`config.mk`:
```
export PLATFORM = sky130hd
export DESIGN_NAME = slot_table_round_robin_picker_core
export DESIGN_NICKNAME = d
export VERILOG_FILES = /design/src/hdl/stpick_pkg.sv /design/src/hdl/stpick_cell.sv /design/src/hdl/slot_table_round_robin_picker_core.sv
export VERILOG_INCLUDE_DIRS = /design/src /design/src/hdl
export SDC_FILE = /design/constraint.sdc
export NUM_CORES = 1
export LEC_CHECK = 0
export ABC_AREA = 1
export BUFFER_PORTS_ARGS = -buffer_cell sky130_fd_sc_hd__buf_2
export CORE_UTILIZATION = 50
export DETAILED_ROUTE_END_ITERATION = 6
export GPL_TIMING_DRIVEN = 0
export PLACE_DENSITY = 0.75
export SETUP_SLACK_MARGIN = 0.3
export SYNTH_ARGS = -nofsm -noshare
export SYNTH_HDL_FRONTEND = slang
export SYNTH_SLANG_ARGS = --single-unit
```
`constraint.sdc`:
```
create_clock -name clk_i -period 4.7 [get_ports clk_i]
set_input_delay 0.94 -clock clk_i [delete_from_list [all_inputs] [get_ports clk_i]]
set_output_delay 0.94 -clock clk_i [all_outputs]
set_load 0.1 [all_outputs]
```
`src/hdl/slot_table_round_robin_picker_core_defines.svh`:
```
// Assertion macros for the slot table picker.
// Included by the top level; expects clk_i and rst_ni in scope.
`ifndef SLOT_TABLE_ROUND_ROBIN_PICKER_CORE_DEFINES_SVH
`define SLOT_TABLE_ROUND_ROBIN_PICKER_CORE_DEFINES_SVH

`ifndef ASSERT_OFF
`define STP_ASSERT(name, prop) \
  name: assert property (@(posedge clk_i) disable iff (!rst_ni) prop) \
    else $error("slot table picker check failed");
`define STP_ASSERT_NR(name, prop) \
  name: assert property (@(posedge clk_i) prop) \
    else $error("slot table picker reset check failed");
`else
`define STP_ASSERT(name, prop)
`define STP_ASSERT_NR(name, prop)
`endif

`endif

```
`src/hdl/stpick_pkg.sv`:
```
// Shared types and constants for the slot table picker.
// No dependencies; used by stpick_cell and the top level.
package stpick_pkg;

  localparam int OP_BITS  = 3;
  localparam int CFG_BITS = 5;
  localparam logic [CFG_BITS-1:0] CFG_RESET = 5'd16;

  typedef enum logic [OP_BITS-1:0] {
    OP_ADD       = 3'd0,
    OP_REMOVE    = 3'd1,
    OP_START_ALL = 3'd2,
    OP_GET_NEXT  = 3'd3,
    OP_CLEAR_REQ = 3'd4
  } op_e;

  typedef struct packed {
    logic en;
    op_e  op;
    logic add_ok;
  } cmd_t;

  typedef struct packed {
    logic free_found;
    logic match_found;
    logic hi_found;
    logic lo_found;
  } chain_t;

endpackage

```
`src/hdl/stpick_cell.sv`:
```
// One slot of the table: node id, occupied and request flags.
// Passes first-hit flags and grant candidates to the next cell; uses stpick_pkg.
module stpick_cell #(
  parameter int IDX          = 0,
  parameter int NB           = 5,
  parameter int IB           = 4,
  parameter int NODE_ID_BITS = 8
) (
  input  logic                      clk_i,
  input  logic                      rst_ni,
  input  stpick_pkg::cmd_t          cmd_i,
  input  logic [NODE_ID_BITS-1:0]   id_i,
  input  logic [NB-1:0]             n_i,
  input  logic [NB-1:0]             scan_base_i,
  input  stpick_pkg::chain_t        chain_i,
  output stpick_pkg::chain_t        chain_o,
  input  logic [NODE_ID_BITS-1:0]   hi_node_i,
  output logic [NODE_ID_BITS-1:0]   hi_node_o,
  input  logic [NODE_ID_BITS-1:0]   lo_node_i,
  output logic [NODE_ID_BITS-1:0]   lo_node_o,
  input  logic [IB-1:0]             hi_slot_i,
  output logic [IB-1:0]             hi_slot_o,
  input  logic [IB-1:0]             lo_slot_i,
  output logic [IB-1:0]             lo_slot_o,
  output logic                      occ_o
);
  import stpick_pkg::*;

  logic [NODE_ID_BITS-1:0] node_q;
  logic                    occ_q;
  logic                    req_q;
  logic                    in_rng;
  logic                    free_hit;
  logic                    match_hit;
  logic                    rq_hit;
  logic                    hi_hit;
  logic                    free_take;
  logic                    match_take;
  logic                    hi_take;
  logic                    lo_take;

  always_comb begin
    in_rng     = NB'(IDX) < n_i;
    free_hit   = in_rng && !occ_q;
    match_hit  = in_rng && occ_q && (node_q == id_i);
    rq_hit     = in_rng && occ_q && req_q;
    hi_hit     = rq_hit && (NB'(IDX) >= scan_base_i);
    free_take  = free_hit && !chain_i.free_found;
    match_take = match_hit && !chain_i.match_found;
    hi_take    = hi_hit && !chain_i.hi_found;
    lo_take    = rq_hit && !chain_i.lo_found;

    chain_o.free_found  = chain_i.free_found | free_hit;
    chain_o.match_found = chain_i.match_found | match_hit;
    chain_o.hi_found    = chain_i.hi_found | hi_hit;
    chain_o.lo_found    = chain_i.lo_found | rq_hit;

    hi_node_o = hi_node_i | (hi_take ? node_q : '0);
    lo_node_o = lo_node_i | (lo_take ? node_q : '0);
    hi_slot_o = hi_slot_i | (hi_take ? IB'(IDX) : '0);
    lo_slot_o = lo_slot_i | (lo_take ? IB'(IDX) : '0);
  end

  assign occ_o = occ_q;

  always_ff @(posedge clk_i or negedge rst_ni) begin
    if (!rst_ni) begin
      occ_q <= 1'b0;
      req_q <= 1'b0;
    end else if (cmd_i.en) begin
      case (cmd_i.op)
        OP_ADD: begin
          if (cmd_i.add_ok && free_take) begin
            occ_q <= 1'b1;
            req_q <= 1'b0;
          end
        end
        OP_REMOVE: begin
          if (match_take) begin
            occ_q <= 1'b0;
            req_q <= 1'b0;
          end
        end
        OP_START_ALL: begin
          if (in_rng && occ_q) begin
            req_q <= 1'b1;
          end
        end
        OP_CLEAR_REQ: begin
          if (match_take) begin
            req_q <= 1'b0;
          end
        end
        default: begin
        end
      endcase
    end
  end

  always_ff @(posedge clk_i) begin
    if (cmd_i.en && (cmd_i.op == OP_ADD) && cmd_i.add_ok && free_take) begin
      node_q <= id_i;
    end
  end

endmodule

```
`src/hdl/slot_table_round_robin_picker_core.sv`:
```
// Slot table with a round-robin picker, built as a row of slot cells.
// Command channel: an operation and node id transfer at a clock edge with
// start high and busy low. Busy then stays high while the cell row
// evaluates the command and updates the table.
// Result channel: one result per command, shown for exactly one cycle with
// result_strobe_o high; the strobe is registered from busy, which is itself
// registered at the command transfer. The receiver cannot stall.
// No new command is taken while busy is high: the registered command stage
// is followed by the evaluate-and-update step of the cell row.
// Configuration: slot_count is written through cfg_valid_i / cfg_ready_o
// while idle; cfg_ready_o is low while a command is in progress.
// Reset (rst_ni low, asynchronous) empties every slot, clears all request
// flags, forgets the last grant and sets slot_count to 16. Node ids of
// empty slots hold no defined value.
// Depends on stpick_pkg, stpick_cell and the assertion macro header.
`include "slot_table_round_robin_picker_core_defines.svh"

module slot_table_round_robin_picker_core #(
  parameter int SLOTS        = 16,
  parameter int NODE_ID_BITS = 8
) (
  input  logic                            clk_i,
  input  logic                            rst_ni,
  input  logic                            start,
  output logic                            busy,
  input  logic [stpick_pkg::OP_BITS-1:0]  operation_i,
  input  logic [NODE_ID_BITS-1:0]         node_id_i,
  input  logic                            cfg_valid_i,
  output logic                            cfg_ready_o,
  input  logic [stpick_pkg::CFG_BITS-1:0] cfg_data_i,
  output logic                            result_strobe_o,
  output logic                            grant_valid_o,
  output logic [$clog2(SLOTS)-1:0]        grant_slot_o,
  output logic [NODE_ID_BITS-1:0]         grant_node_o,
  output logic                            op_done_o,
  output logic                            slot_free_o
);
  import stpick_pkg::*;

  localparam int IB = $clog2(SLOTS);
  localparam int NB = $clog2(SLOTS + 1);

  logic                    busy_q;
  logic [OP_BITS-1:0]      op_q;
  logic [NODE_ID_BITS-1:0] id_q;
  logic [CFG_BITS-1:0]     slot_count_q;
  logic [NB-1:0]           used_q;
  logic [NB-1:0]           used_d;
  logic                    lg_vld_q;
  logic [IB-1:0]           lg_q;
  logic                    strobe_q;
  logic                    gvalid_q;
  logic [IB-1:0]           gslot_q;
  logic [NODE_ID_BITS-1:0] gnode_q;
  logic                    done_q;
  logic                    free_q;

  logic [NB-1:0]           n;
  logic [NB-1:0]           lg_next;
  logic [NB-1:0]           scan_base;
  cmd_t                    cmd;
  logic                    grant;
  logic [IB-1:0]           gslot;
  logic [NODE_ID_BITS-1:0] gnode;
  logic                    done;

  chain_t                  chain   [SLOTS+1];
  logic [NODE_ID_BITS-1:0] hi_node [SLOTS+1];
  logic [NODE_ID_BITS-1:0] lo_node [SLOTS+1];
  logic [IB-1:0]           hi_slot [SLOTS+1];
  logic [IB-1:0]           lo_slot [SLOTS+1];
  logic [SLOTS-1:0]        occ_vec;

  assign busy        = busy_q;
  assign cfg_ready_o = !busy_q;

  always_comb begin
    if (32'(slot_count_q) > SLOTS) begin
      n = NB'(SLOTS);
    end else begin
      n = NB'(slot_count_q);
    end
    lg_next = NB'(lg_q) + NB'(1);
    if (!lg_vld_q || (NB'(lg_q) >= n) || (lg_next >= n)) begin
      scan_base = '0;
    end else begin
      scan_base = lg_next;
    end
    cmd.en     = busy_q;
    cmd.op     = op_e'(op_q);
    cmd.add_ok = used_q < n;
  end

  assign chain[0]   = '0;
  assign hi_node[0] = '0;
  assign lo_node[0] = '0;
  assign hi_slot[0] = '0;
  assign lo_slot[0] = '0;

  for (genvar g = 0; g < SLOTS; g++) begin : g_cell
    stpick_cell #(
      .IDX          (g),
      .NB           (NB),
      .IB           (IB),
      .NODE_ID_BITS (NODE_ID_BITS)
    ) u_cell (
      .clk_i       (clk_i),
      .rst_ni      (rst_ni),
      .cmd_i       (cmd),
      .id_i        (id_q),
      .n_i         (n),
      .scan_base_i (scan_base),
      .chain_i     (chain[g]),
      .chain_o     (chain[g+1]),
      .hi_node_i   (hi_node[g]),
      .hi_node_o   (hi_node[g+1]),
      .lo_node_i   (lo_node[g]),
      .lo_node_o   (lo_node[g+1]),
      .hi_slot_i   (hi_slot[g]),
      .hi_slot_o   (hi_slot[g+1]),
      .lo_slot_i   (lo_slot[g]),
      .lo_slot_o   (lo_slot[g+1]),
      .occ_o       (occ_vec[g])
    );
  end

  always_comb begin
    grant  = 1'b0;
    gslot  = '0;
    gnode  = '0;
    done   = 1'b0;
    used_d = used_q;
    case (op_q)
      OP_ADD: begin
        done = cmd.add_ok && chain[SLOTS].free_found;
        if (done) begin
          used_d = used_q + NB'(1);
        end
      end
      OP_REMOVE: begin
        done = chain[SLOTS].match_found;
        if (done && (used_q != '0)) begin
          used_d = used_q - NB'(1);
        end
      end
      OP_GET_NEXT: begin
        grant = chain[SLOTS].hi_found || chain[SLOTS].lo_found;
        if (chain[SLOTS].hi_found) begin
          gslot = hi_slot[SLOTS];
          gnode = hi_node[SLOTS];
        end else begin
          gslot = lo_slot[SLOTS];
          gnode = lo_node[SLOTS];
        end
      end
      default: begin
      end
    endcase
  end

  always_ff @(posedge clk_i or negedge rst_ni) begin
    if (!rst_ni) begin
      busy_q       <= 1'b0;
      strobe_q     <= 1'b0;
      slot_count_q <= CFG_RESET;
      used_q       <= '0;
      lg_vld_q     <= 1'b0;
      lg_q         <= '0;
    end else begin
      if (cfg_valid_i && cfg_ready_o) begin
        slot_count_q <= cfg_data_i;
      end
      if (start && !busy_q) begin
        busy_q <= 1'b1;
      end else begin
        busy_q <= 1'b0;
      end
      strobe_q <= busy_q;
      if (busy_q) begin
        used_q <= used_d;
        if (grant) begin
          lg_vld_q <= 1'b1;
          lg_q     <= gslot;
        end
      end
    end
  end

  always_ff @(posedge clk_i) begin
    if (start && !busy_q) begin
      op_q <= operation_i;
      id_q <= node_id_i;
    end
    if (busy_q) begin
      gvalid_q <= grant;
      gslot_q  <= gslot;
      gnode_q  <= gnode;
      done_q   <= done;
      free_q   <= used_d < n;
    end
  end

  assign result_strobe_o = strobe_q;
  assign grant_valid_o   = gvalid_q;
  assign grant_slot_o    = gslot_q;
  assign grant_node_o    = gnode_q;
  assign op_done_o       = done_q;
  assign slot_free_o     = free_q;

  `STP_ASSERT(a_result_follows_cmd, busy |=> result_strobe_o && !busy)
  `STP_ASSERT(a_grant_moves_pointer,
              (result_strobe_o && grant_valid_o) |-> (lg_vld_q && (lg_q == grant_slot_o)))
  `STP_ASSERT(a_used_matches_occ, used_q == NB'($countones(occ_vec)))
  `STP_ASSERT_NR(a_reset_quiet, !rst_ni |=> (!busy && !result_strobe_o))

endmodule

```
# --- Word level (Yosys, flattened, before mapping) ---
# Index checks and enable logic that the tools add are counted.
word_totals:
  ff_bits: 203
  output_inout_bits: 18
  inputBits: 20
  elab_cells: 769
op_classes:
  n_lt_le_gt_ge: 37
  bitwise: 118
  mux: 169
  n_reduce_logical: 297
  add_sub_neg: 3
  eq_ne: 84
ops:
  columns: ["op", "n"]
  rows:
  - ["$mux 8", 33]
  - ["$or 8x8->8", 30]
  - ["$logic_and 1x1->1", 178]
  - ["$eq 8x8->1", 16]
  - ["$ne 2x1->1 const B", 64]
  - ["$or 4x4->4", 26]
  - ["$reduce_and 5->1", 16]
  - ["$logic_not 1->1", 78]
  - ["$mux 4", 18]
  - ["$mux 1", 68]
  - ["$reduce_and 4->1", 16]
  - ["$or 1x1->1", 60]
  - ["$pmux 1 s3", 16]
  - ["$ge 4x5->1 const A", 8]
  - ["$lt 4x5->1 const A", 8]
  - ["$pmux 1 s2", 17]
  - ["$mux 3", 8]
  - ["$ge 3x5->1 const A", 4]
  - ["$lt 3x5->1 const A", 4]
  - ["$mux 5", 4]
  - ["$ge 1x5->1 const A", 2]
  - ["$ge 2x5->1 const A", 2]
  - ["$lt 1x5->1 const A", 2]
  - ["$lt 2x5->1 const A", 2]
  - ["other kinds (20)", 28]

# --- Depth between registers and ports, before layout ---
depth:
  ltp_word: 28
  mapped_depth: 29
  depth_no_buf: 27

# --- Hierarchy ---
# Synthesis repeated with hierarchy kept, for this count alone.
unflattened:
  hier_cells: 2294
  area_unflattened_um2: 16981.3
modules_own_cells:
  columns: ["module", "seq_area_each_um2", "n_inst", "area_each_um2", "cells_each"]
  rows:
  - ["slot_table_round_robin_picker_core", 1207.4, 1, 2598.7, 276]
  - ["stpick_cell at g_cell[9].u_cell", 290.3, 1, 949.7, 137]
  - ["stpick_cell at g_cell[10].u_cell", 290.3, 1, 933.4, 136]
  - ["stpick_cell at g_cell[5].u_cell", 290.3, 1, 927.1, 129]
  - ["stpick_cell at g_cell[15].u_cell", 290.3, 1, 920.9, 139]
  - ["stpick_cell at g_cell[6].u_cell", 290.3, 1, 919.6, 133]
  - ["stpick_cell at g_cell[3].u_cell", 290.3, 1, 914.6, 129]
  - ["stpick_cell at g_cell[13].u_cell", 290.3, 1, 912.1, 132]
  - ["stpick_cell at g_cell[12].u_cell", 290.3, 1, 909.6, 121]
  - ["stpick_cell at g_cell[14].u_cell", 290.3, 1, 909.6, 116]
  - ["stpick_cell at g_cell[8].u_cell", 290.3, 1, 905.9, 131]
  - ["stpick_cell at g_cell[4].u_cell", 290.3, 1, 893.4, 129]
  - ["stpick_cell at g_cell[7].u_cell", 290.3, 1, 889.6, 117]
  - ["stpick_cell at g_cell[11].u_cell", 290.3, 1, 878.3, 120]
  - ["3 more rows", null, null, null, null]

# --- Worst setup path before layout ---
# OpenSTA, ideal clock, no wires.
synth_timing:
  path_type: "register -> register"
  from: "register busy_q, in the netlist busy"
  to: "register g_cell[0].u_cell.node_q[0] (enable)"
  t_required_ps: 4315
  path_buffers: 1
  setup_ps: 385
  stages_incl_launch_ff: 8
  arrival_time_ps: 3476
  path_slack_ps: 840
  synth_period_minus_slack_ps: 3860
  cell_sequence: "dfrtp_1 > clkbuf_1 > inv_1 > nor2_1 > inv_1 > nor2_1 > inv_1 > nor3_1"
synth_via:
  elab_chain_cells: 3
synth_lines:
  columns: ["element", "line", "text"]
  rows:
  - ["start, declared", "slot_table_round_robin_picker_core.sv:43", "logic busy_q;"]
  - ["start signal, assigned", "slot_table_round_robin_picker_core.sv:163", "busy_q <= 1'b0;"]
  - ["start signal, assigned", "slot_table_round_robin_picker_core.sv:174", "busy_q <= 1'b1;"]
  - ["start signal, assigned", "slot_table_round_robin_picker_core.sv:176", "busy_q <= 1'b0;"]
  - ["$logic_and 1x1->1 (3 in series)", "stpick_cell.sv:101", "if (cmd_i.en && (cmd_i.op == OP_ADD) && cmd_i.add_ok && free_take) begin"]
  - ["end signal, assigned", "stpick_cell.sv:102", "node_q <= id_i;"]
  - ["end, declared", "stpick_cell.sv:29", "logic [NODE_ID_BITS-1:0] node_q;"]
# Every way passes these cells.
# A chain may end at the register's enable or synchronous reset.

# --- Worst setup path after layout ---
layout_timing:
  from: "register lg_q[0]"
  to: "register gnode_q[1], in the netlist grant_node_o[1], data pin"
layout_via:
  elab_chain_cells: 25
  elab_cells_between_ends: 115
  classes_between: "1 x add/sub; 18 x order compare; 18 x mux; 30 x bitwise; 48 x reduce/logical"
layout_lines:
  columns: ["element", "line", "text"]
  rows:
  - ["start, declared", "slot_table_round_robin_picker_core.sv:50", "logic [IB-1:0] lg_q;"]
  - ["start signal, assigned", "slot_table_round_robin_picker_core.sv:183", "lg_q <= gslot;"]
  - ["$add 4x1->5 or $ge 4x5->1 (tied branches)", "slot_table_round_robin_picker_core.sv:83, slot_table_round_robin_picker_core.sv:84", null]
  - ["$ge 5x5->1 or $logic_or 1x1->1 (tied branches)", "slot_table_round_robin_picker_core.sv:84", "if (!lg_vld_q || (NB'(lg_q) >= n) || (lg_next >= n)) begin"]
  - ["$logic_or 1x1->1", "slot_table_round_robin_picker_core.sv:84", null]
  - ["$mux 5 *", "slot_table_round_robin_picker_core.sv:84", null]
  - ["$ge 1x5->1", "stpick_cell.sv:47", "hi_hit = rq_hit && (NB'(IDX) >= scan_base_i);"]
  - ["$logic_and 1x1->1", "stpick_cell.sv:47", null]
  - ["$logic_not 1->1 or $or 1x1->1 (tied branches)", "stpick_cell.sv:50, stpick_cell.sv:55", null]
  - ["$logic_and 1x1->1 (tied with other cells)", "stpick_cell.sv:50", "hi_take = hi_hit && !chain_i.hi_found;"]
  - ["$mux 8 (tied with other cells)", "stpick_cell.sv:58", "hi_node_o = hi_node_i | (hi_take ? node_q : '0);"]
  - ["$or 8x8->8 (tied with other cells) (13 in series)", "stpick_cell.sv:58", null]
  - ["$or 8x8->8 or $mux 8 (tied branches)", "stpick_cell.sv:58", null]
  - ["$or 8x8->8", "stpick_cell.sv:58", null]
  - ["$mux 8 *", "slot_table_round_robin_picker_core.sv:148", "if (chain[SLOTS].hi_found) begin"]
  - ["end signal, assigned", "slot_table_round_robin_picker_core.sv:197", "gnode_q <= gnode;"]
  - ["end, declared", "slot_table_round_robin_picker_core.sv:54", "logic [NODE_ID_BITS-1:0] gnode_q;"]
# Mark *: on every way between the ends. The rest lies on a longest branch, timed or not.

==> results <==
- The CTS H-tree depth is 1.
- The leakage power summed over all cells is 6.54 nW.
- Setup repair after global routing could not meet its margin everywhere.
- In this run, flip-flops and latches consume 33.0% of the power.
- The number of antenna violations at the first check in global routing came to 0.
- Leaving out fill and tap cells, the most frequent cells in the layout are sky130_fd_sc_hd__nand2_1, sky130_fd_sc_hd__nor2_1, sky130_fd_sc_hd__inv_1, sky130_fd_sc_hd__nand3_1, sky130_fd_sc_hd__edfxtp_1.
- The core outline area is 26200 um2.
- The number of global-route vias before repair is 11716.
- For the pin with the worst max-slew slack, the measured transition is 1.22 ns.
- CTS saw 203 sinks.
- By startpoint and endpoint, the worst setup path is classified as register to register.
- The total number of yosys warnings is 0.
- The clock reaches the later pin of the worst-skew pair after 0.53 ns.
- In this run the remaining antenna-violating nets after routing total 0.
- The count of final hold-check violations was 0.
- The worst setup path is captured at a register.
- The total power divided by cell area is 418 nW/um2.
- The most common cell after layout, fill and taps aside is sky130_fd_sc_hd__nand2_1.
- In the final routed layout, each cell accounts on average for 19.0 um.
- The CTS tree is yes.
- The number of inserted diodes is 0.
- The number of clock buffers inserted by TritonCTS is 24.
- The instance count along the most critical hold path is 2.
- The routed layout has 12486 vias.
- IR analysis of the VDD net gives a maximum drop of 240 uV.
- For this run the aggregate overflow at the end of global routing stands at 0.
- The number of different library cells in the post-synthesis netlist is 59.
- After routing, the total negative slack on setup checks comes to 0 ns.
- The full die area is 27500 um2.
- The share of the yosys chip area belonging to registers is 43.6%.
- The count of buffers from port buffering is 37.
- Of the total power, the share spent switching nets is 36.3%.
- For this run, design rule violations remaining after detail routing come to 5.
- Routability-driven placement finished with a final weighted congestion of 0.989.
- The filler cells instantiated in the layout total 2302.
- The clock-pin slew on the worst setup and hold paths is 0.06 ns.
- The number of cells in the finished layout apart from fillers is 2155.
- The largest net degree at the start of global routing is 50.
- The internal power of the cells is 4.10 mW.
- The storage element area is 5850 um2.
- At the end of the flow, the number of nets in the layout was 1844.
- The final worst clock skew is 0.0168 ns.
- The type of the worst min-delay path is register to register.
- For this design the total switching power over the nets is 2.33 mW.
- In this run the core area contains 59 standard-cell rows.
- The clock passes through at most 3 buffers.
- Dividing the synthesized area by the synthesized cell count gives 7.82 um2.
- Wires add up to 41.0 mm.
- In this run the count of I/O pins placed on the die edge is 38.
- In this run, the number of DRC markers left after iteration 0 of detailed routing was 1375.
- Counting cells, the worst reg-to-reg path comes to 24.
- In this run the tightest slew margin relative to its limit is 18.4%.
- The data required time at the worst endpoint is 4.97 ns.
- The first global-routing pass estimated 62.9 mm of wire.
- The area of the multi-input gates is 6770 um2.
- The run finished, with violations left.
- Cells with a size suffix above 1 make up 12.7% of the layout.
- The shortest clock period the worst path allows after layout is 4.35 ns.
- The die span in x is 166 um.
- In the routed layout, each cell is associated on average with a via count of 5.79.
- The final clock period utilization by the worst path is 92.5%.
- Per report_power, the combinational group accounts for 33.7% of the total.
- The cell area after synthesis is 13400 um2.
- The endpoint of the worst hold path is g_cell[5].u_cell.req_q.
- The first detailed-routing pass ran for 7 iterations.
- The cell count after synthesis came out at 1716.
- Setup violations remaining at the end of the flow were counted as 0.
- For the worst setup path, the data arrival time is 4.62 ns.
- The all-layer global routing usage is 29.4%.
- The tool flagged a number of max-cap violations equal to 0.
- After detailed placement, the design holds a cell count of 2089.
- The estimated wirelength of the detail-placed design is 31.3 mm.
- The clock share of power is 33.3%.
- The reg-to-reg critical path endpoint is grant_node_o[1].
- The starting utilization of the core area is 51.2%.
- CTS placed an instance of sky130_fd_sc_hd__clkbuf_16 at the clock tree root.
- Based on the critical path, the design can be clocked at up to 0.230 GHz.
- From bottom edge to top edge, the die measures 166 um.
- The checks that failed: DRC.
- The number of nets produced by synthesis is 1757.
- The final number of max-transition violations was 0.
- The element type at the critical path start is a register.
- In this run, post-CTS hold repair placed 0 buffers.
- The largest fanout of any net on the critical path is 7.
- Setup slack on the worst reg-to-reg path comes out at 0.35 ns.
- The worst hold path begins at g_cell[5].u_cell.req_q.
- In this run, synthesis produced a sequential element count of 203.
- Cells fill 58.7% of the core in the end.
- The placement-stage worst setup slack is -0.216 ns.
- The setup slack of the critical path after layout is 0.353 ns.
- The startpoint identified for the worst register-to-register timing path is lg_q[0].
- Summing internal, switching and leakage power gives 6.43 mW.
- The relative area change from synthesis to final layout is 14.7%.
## what timing repair did
action,in CTS,in global routing
setup buffers,13,9
gates resized for setup,24,34
endpoints found under the setup margin,138,81
pin swaps,4,11
gates cloned,1,0
## cells in the mapped netlist, drive strengths merged
cell     count  area (um2)
ha          21         263
a21oi       52         264
o21a         2        15.0
nand3b       8        60.1
xor2        68         596
o21ai       65         333
or3          1        6.26
edfxtp     154        4620
nor4        18         119
a211oi       1        7.51
o31ai        2        15.0
o22ai        4        25.0
o41ai        2        36.3
o2111ai     16         140
dfrtp       48        1200
buf         23         126
a32o         1        10.0
nor2       288        1170
o211ai       3        22.5
nand4       76         516
o22a         1        8.76
and2         2        12.5
nor3        29         193
nor4b        1        8.76
a22oi        3        22.5
clkbuf      16        60.1
nor3b        2        15.0
xnor2       34         298
a31oi        1        6.26
clkinv       7        26.3
and3b        1        8.76
inv        213         802
nand2      364        1390
and3         1        6.26
a211o        1        8.76
or2         12        75.1
nand3      174         893
dfstp        1        26.3
## worst max-delay path: stages (launching register included)
cell                      delay, ns
sky130_fd_sc_hd__dfrtp_2       0.47
sky130_fd_sc_hd__ha_1          0.20
sky130_fd_sc_hd__nand2_1       0.11
sky130_fd_sc_hd__nor2_4        0.24
sky130_fd_sc_hd__ha_1          0.30
sky130_fd_sc_hd__nand2_1       0.10
sky130_fd_sc_hd__nand2_1       0.09
sky130_fd_sc_hd__a21oi_2       0.15
sky130_fd_sc_hd__nand3_2       0.18
sky130_fd_sc_hd__nor2_4        0.22
sky130_fd_sc_hd__buf_4         0.16
sky130_fd_sc_hd__nand3_2       0.10
sky130_fd_sc_hd__nand4_1       0.17
sky130_fd_sc_hd__nand3_2       0.14
sky130_fd_sc_hd__nor2_4        0.17
sky130_fd_sc_hd__nand4_4       0.12
sky130_fd_sc_hd__nor2_4        0.20
sky130_fd_sc_hd__nand4_4       0.15
sky130_fd_sc_hd__nor2_4        0.18
sky130_fd_sc_hd__nand3_4       0.14
sky130_fd_sc_hd__nor2_8        0.17
sky130_fd_sc_hd__buf_12        0.14
sky130_fd_sc_hd__nand2_1       0.06
sky130_fd_sc_hd__nand2_1       0.05
sky130_fd_sc_hd__nor2_1        0.08
## flip-flops by register name, summed over array words and instances, names as in the netlist, 3 cells and up
register,count
slot_count_q,5
grant_node_o,8
grant_slot_o,4
op_q,3
g_cell.u_cell.node_q,128
used_q,5
g_cell.u_cell.req_q,16
id_q,8
lg_q,4
g_cell.u_cell.occ_o,16
## how the worst max path moves through the flow
stage                    startpoint                          to  slack [ns]  cells past startpoint
finish                      lg_q[0]             grant_node_o[1]        0.35                     24
global route                lg_q[0]             grant_node_o[3]        0.17                     25
CTS                 slot_count_q[4]             grant_node_o[0]        0.29                     26
detailed placement          lg_q[0]             grant_node_o[0]       -0.22                     22
global placement            lg_q[0]             grant_node_o[0]        -0.1                     22
floorplan                      busy  g_cell[0].u_cell.node_q[0]        0.84                      7
## power by group through the flow
stage	Sequential (mW)	Combinational, mW	Clock (mW)
6_report	2.12	2.16	2.14
5_1_grt	2.13	2.35	2.23
4_1_cts	2.12	2.02	2.16
3_5_place_dp	2.17	1.89	0
3_3_place_gp	2.17	1.86	0
2_1_floorplan	2.23	1.29	0
## metrics by stage
stage | hold WS, ns | area, um2
after global routing | 0.519 | 15400
after CTS | 0.496 | 15200
after floorplan | 0.453 | 13400
after detailed placement | 0.479 | 14000
final | 0.495 | 15400
after global placement | 0.472 | 14000
## kinds of logic after synthesis
| logic type | count (synthesis) | share of synthesized area, % |
|---|---|---|
| AO/OA/AOI/OAI | 154 | 6.82 |
| XOR/XNOR | 102 | 6.66 |
| adder cells (fa/ha/maj) | 21 | 1.96 |
| buffers and inverters | 259 | 7.57 |
| flip-flops | 203 | 43.6 |
| AND/OR/NAND/NOR | 977 | 33.4 |
## area by class of cell
type	count	area share, %
Buffer	39	1.27
Sequential cell	203	38.1
Clock buffer	25	4.07
Multi-Input combinational cell	1255	44.0
Tap cell	335	2.73
Clock inverter	18	1.86
Inverter	220	5.41
Timing Repair Buffer	60	2.60
## layer usage
layer	GRT usage [%]	routed length [um]	up-vias	part of all wire, %
met5	0	0	-	0
met4	14.3	1900	0	4.6
met3	3.38	3350	120	8.2
met2	48.5	18900	660	46
met1	38.6	16800	5780	41
li1	-	-	5926	-
(Power assumes the default switching activity.)
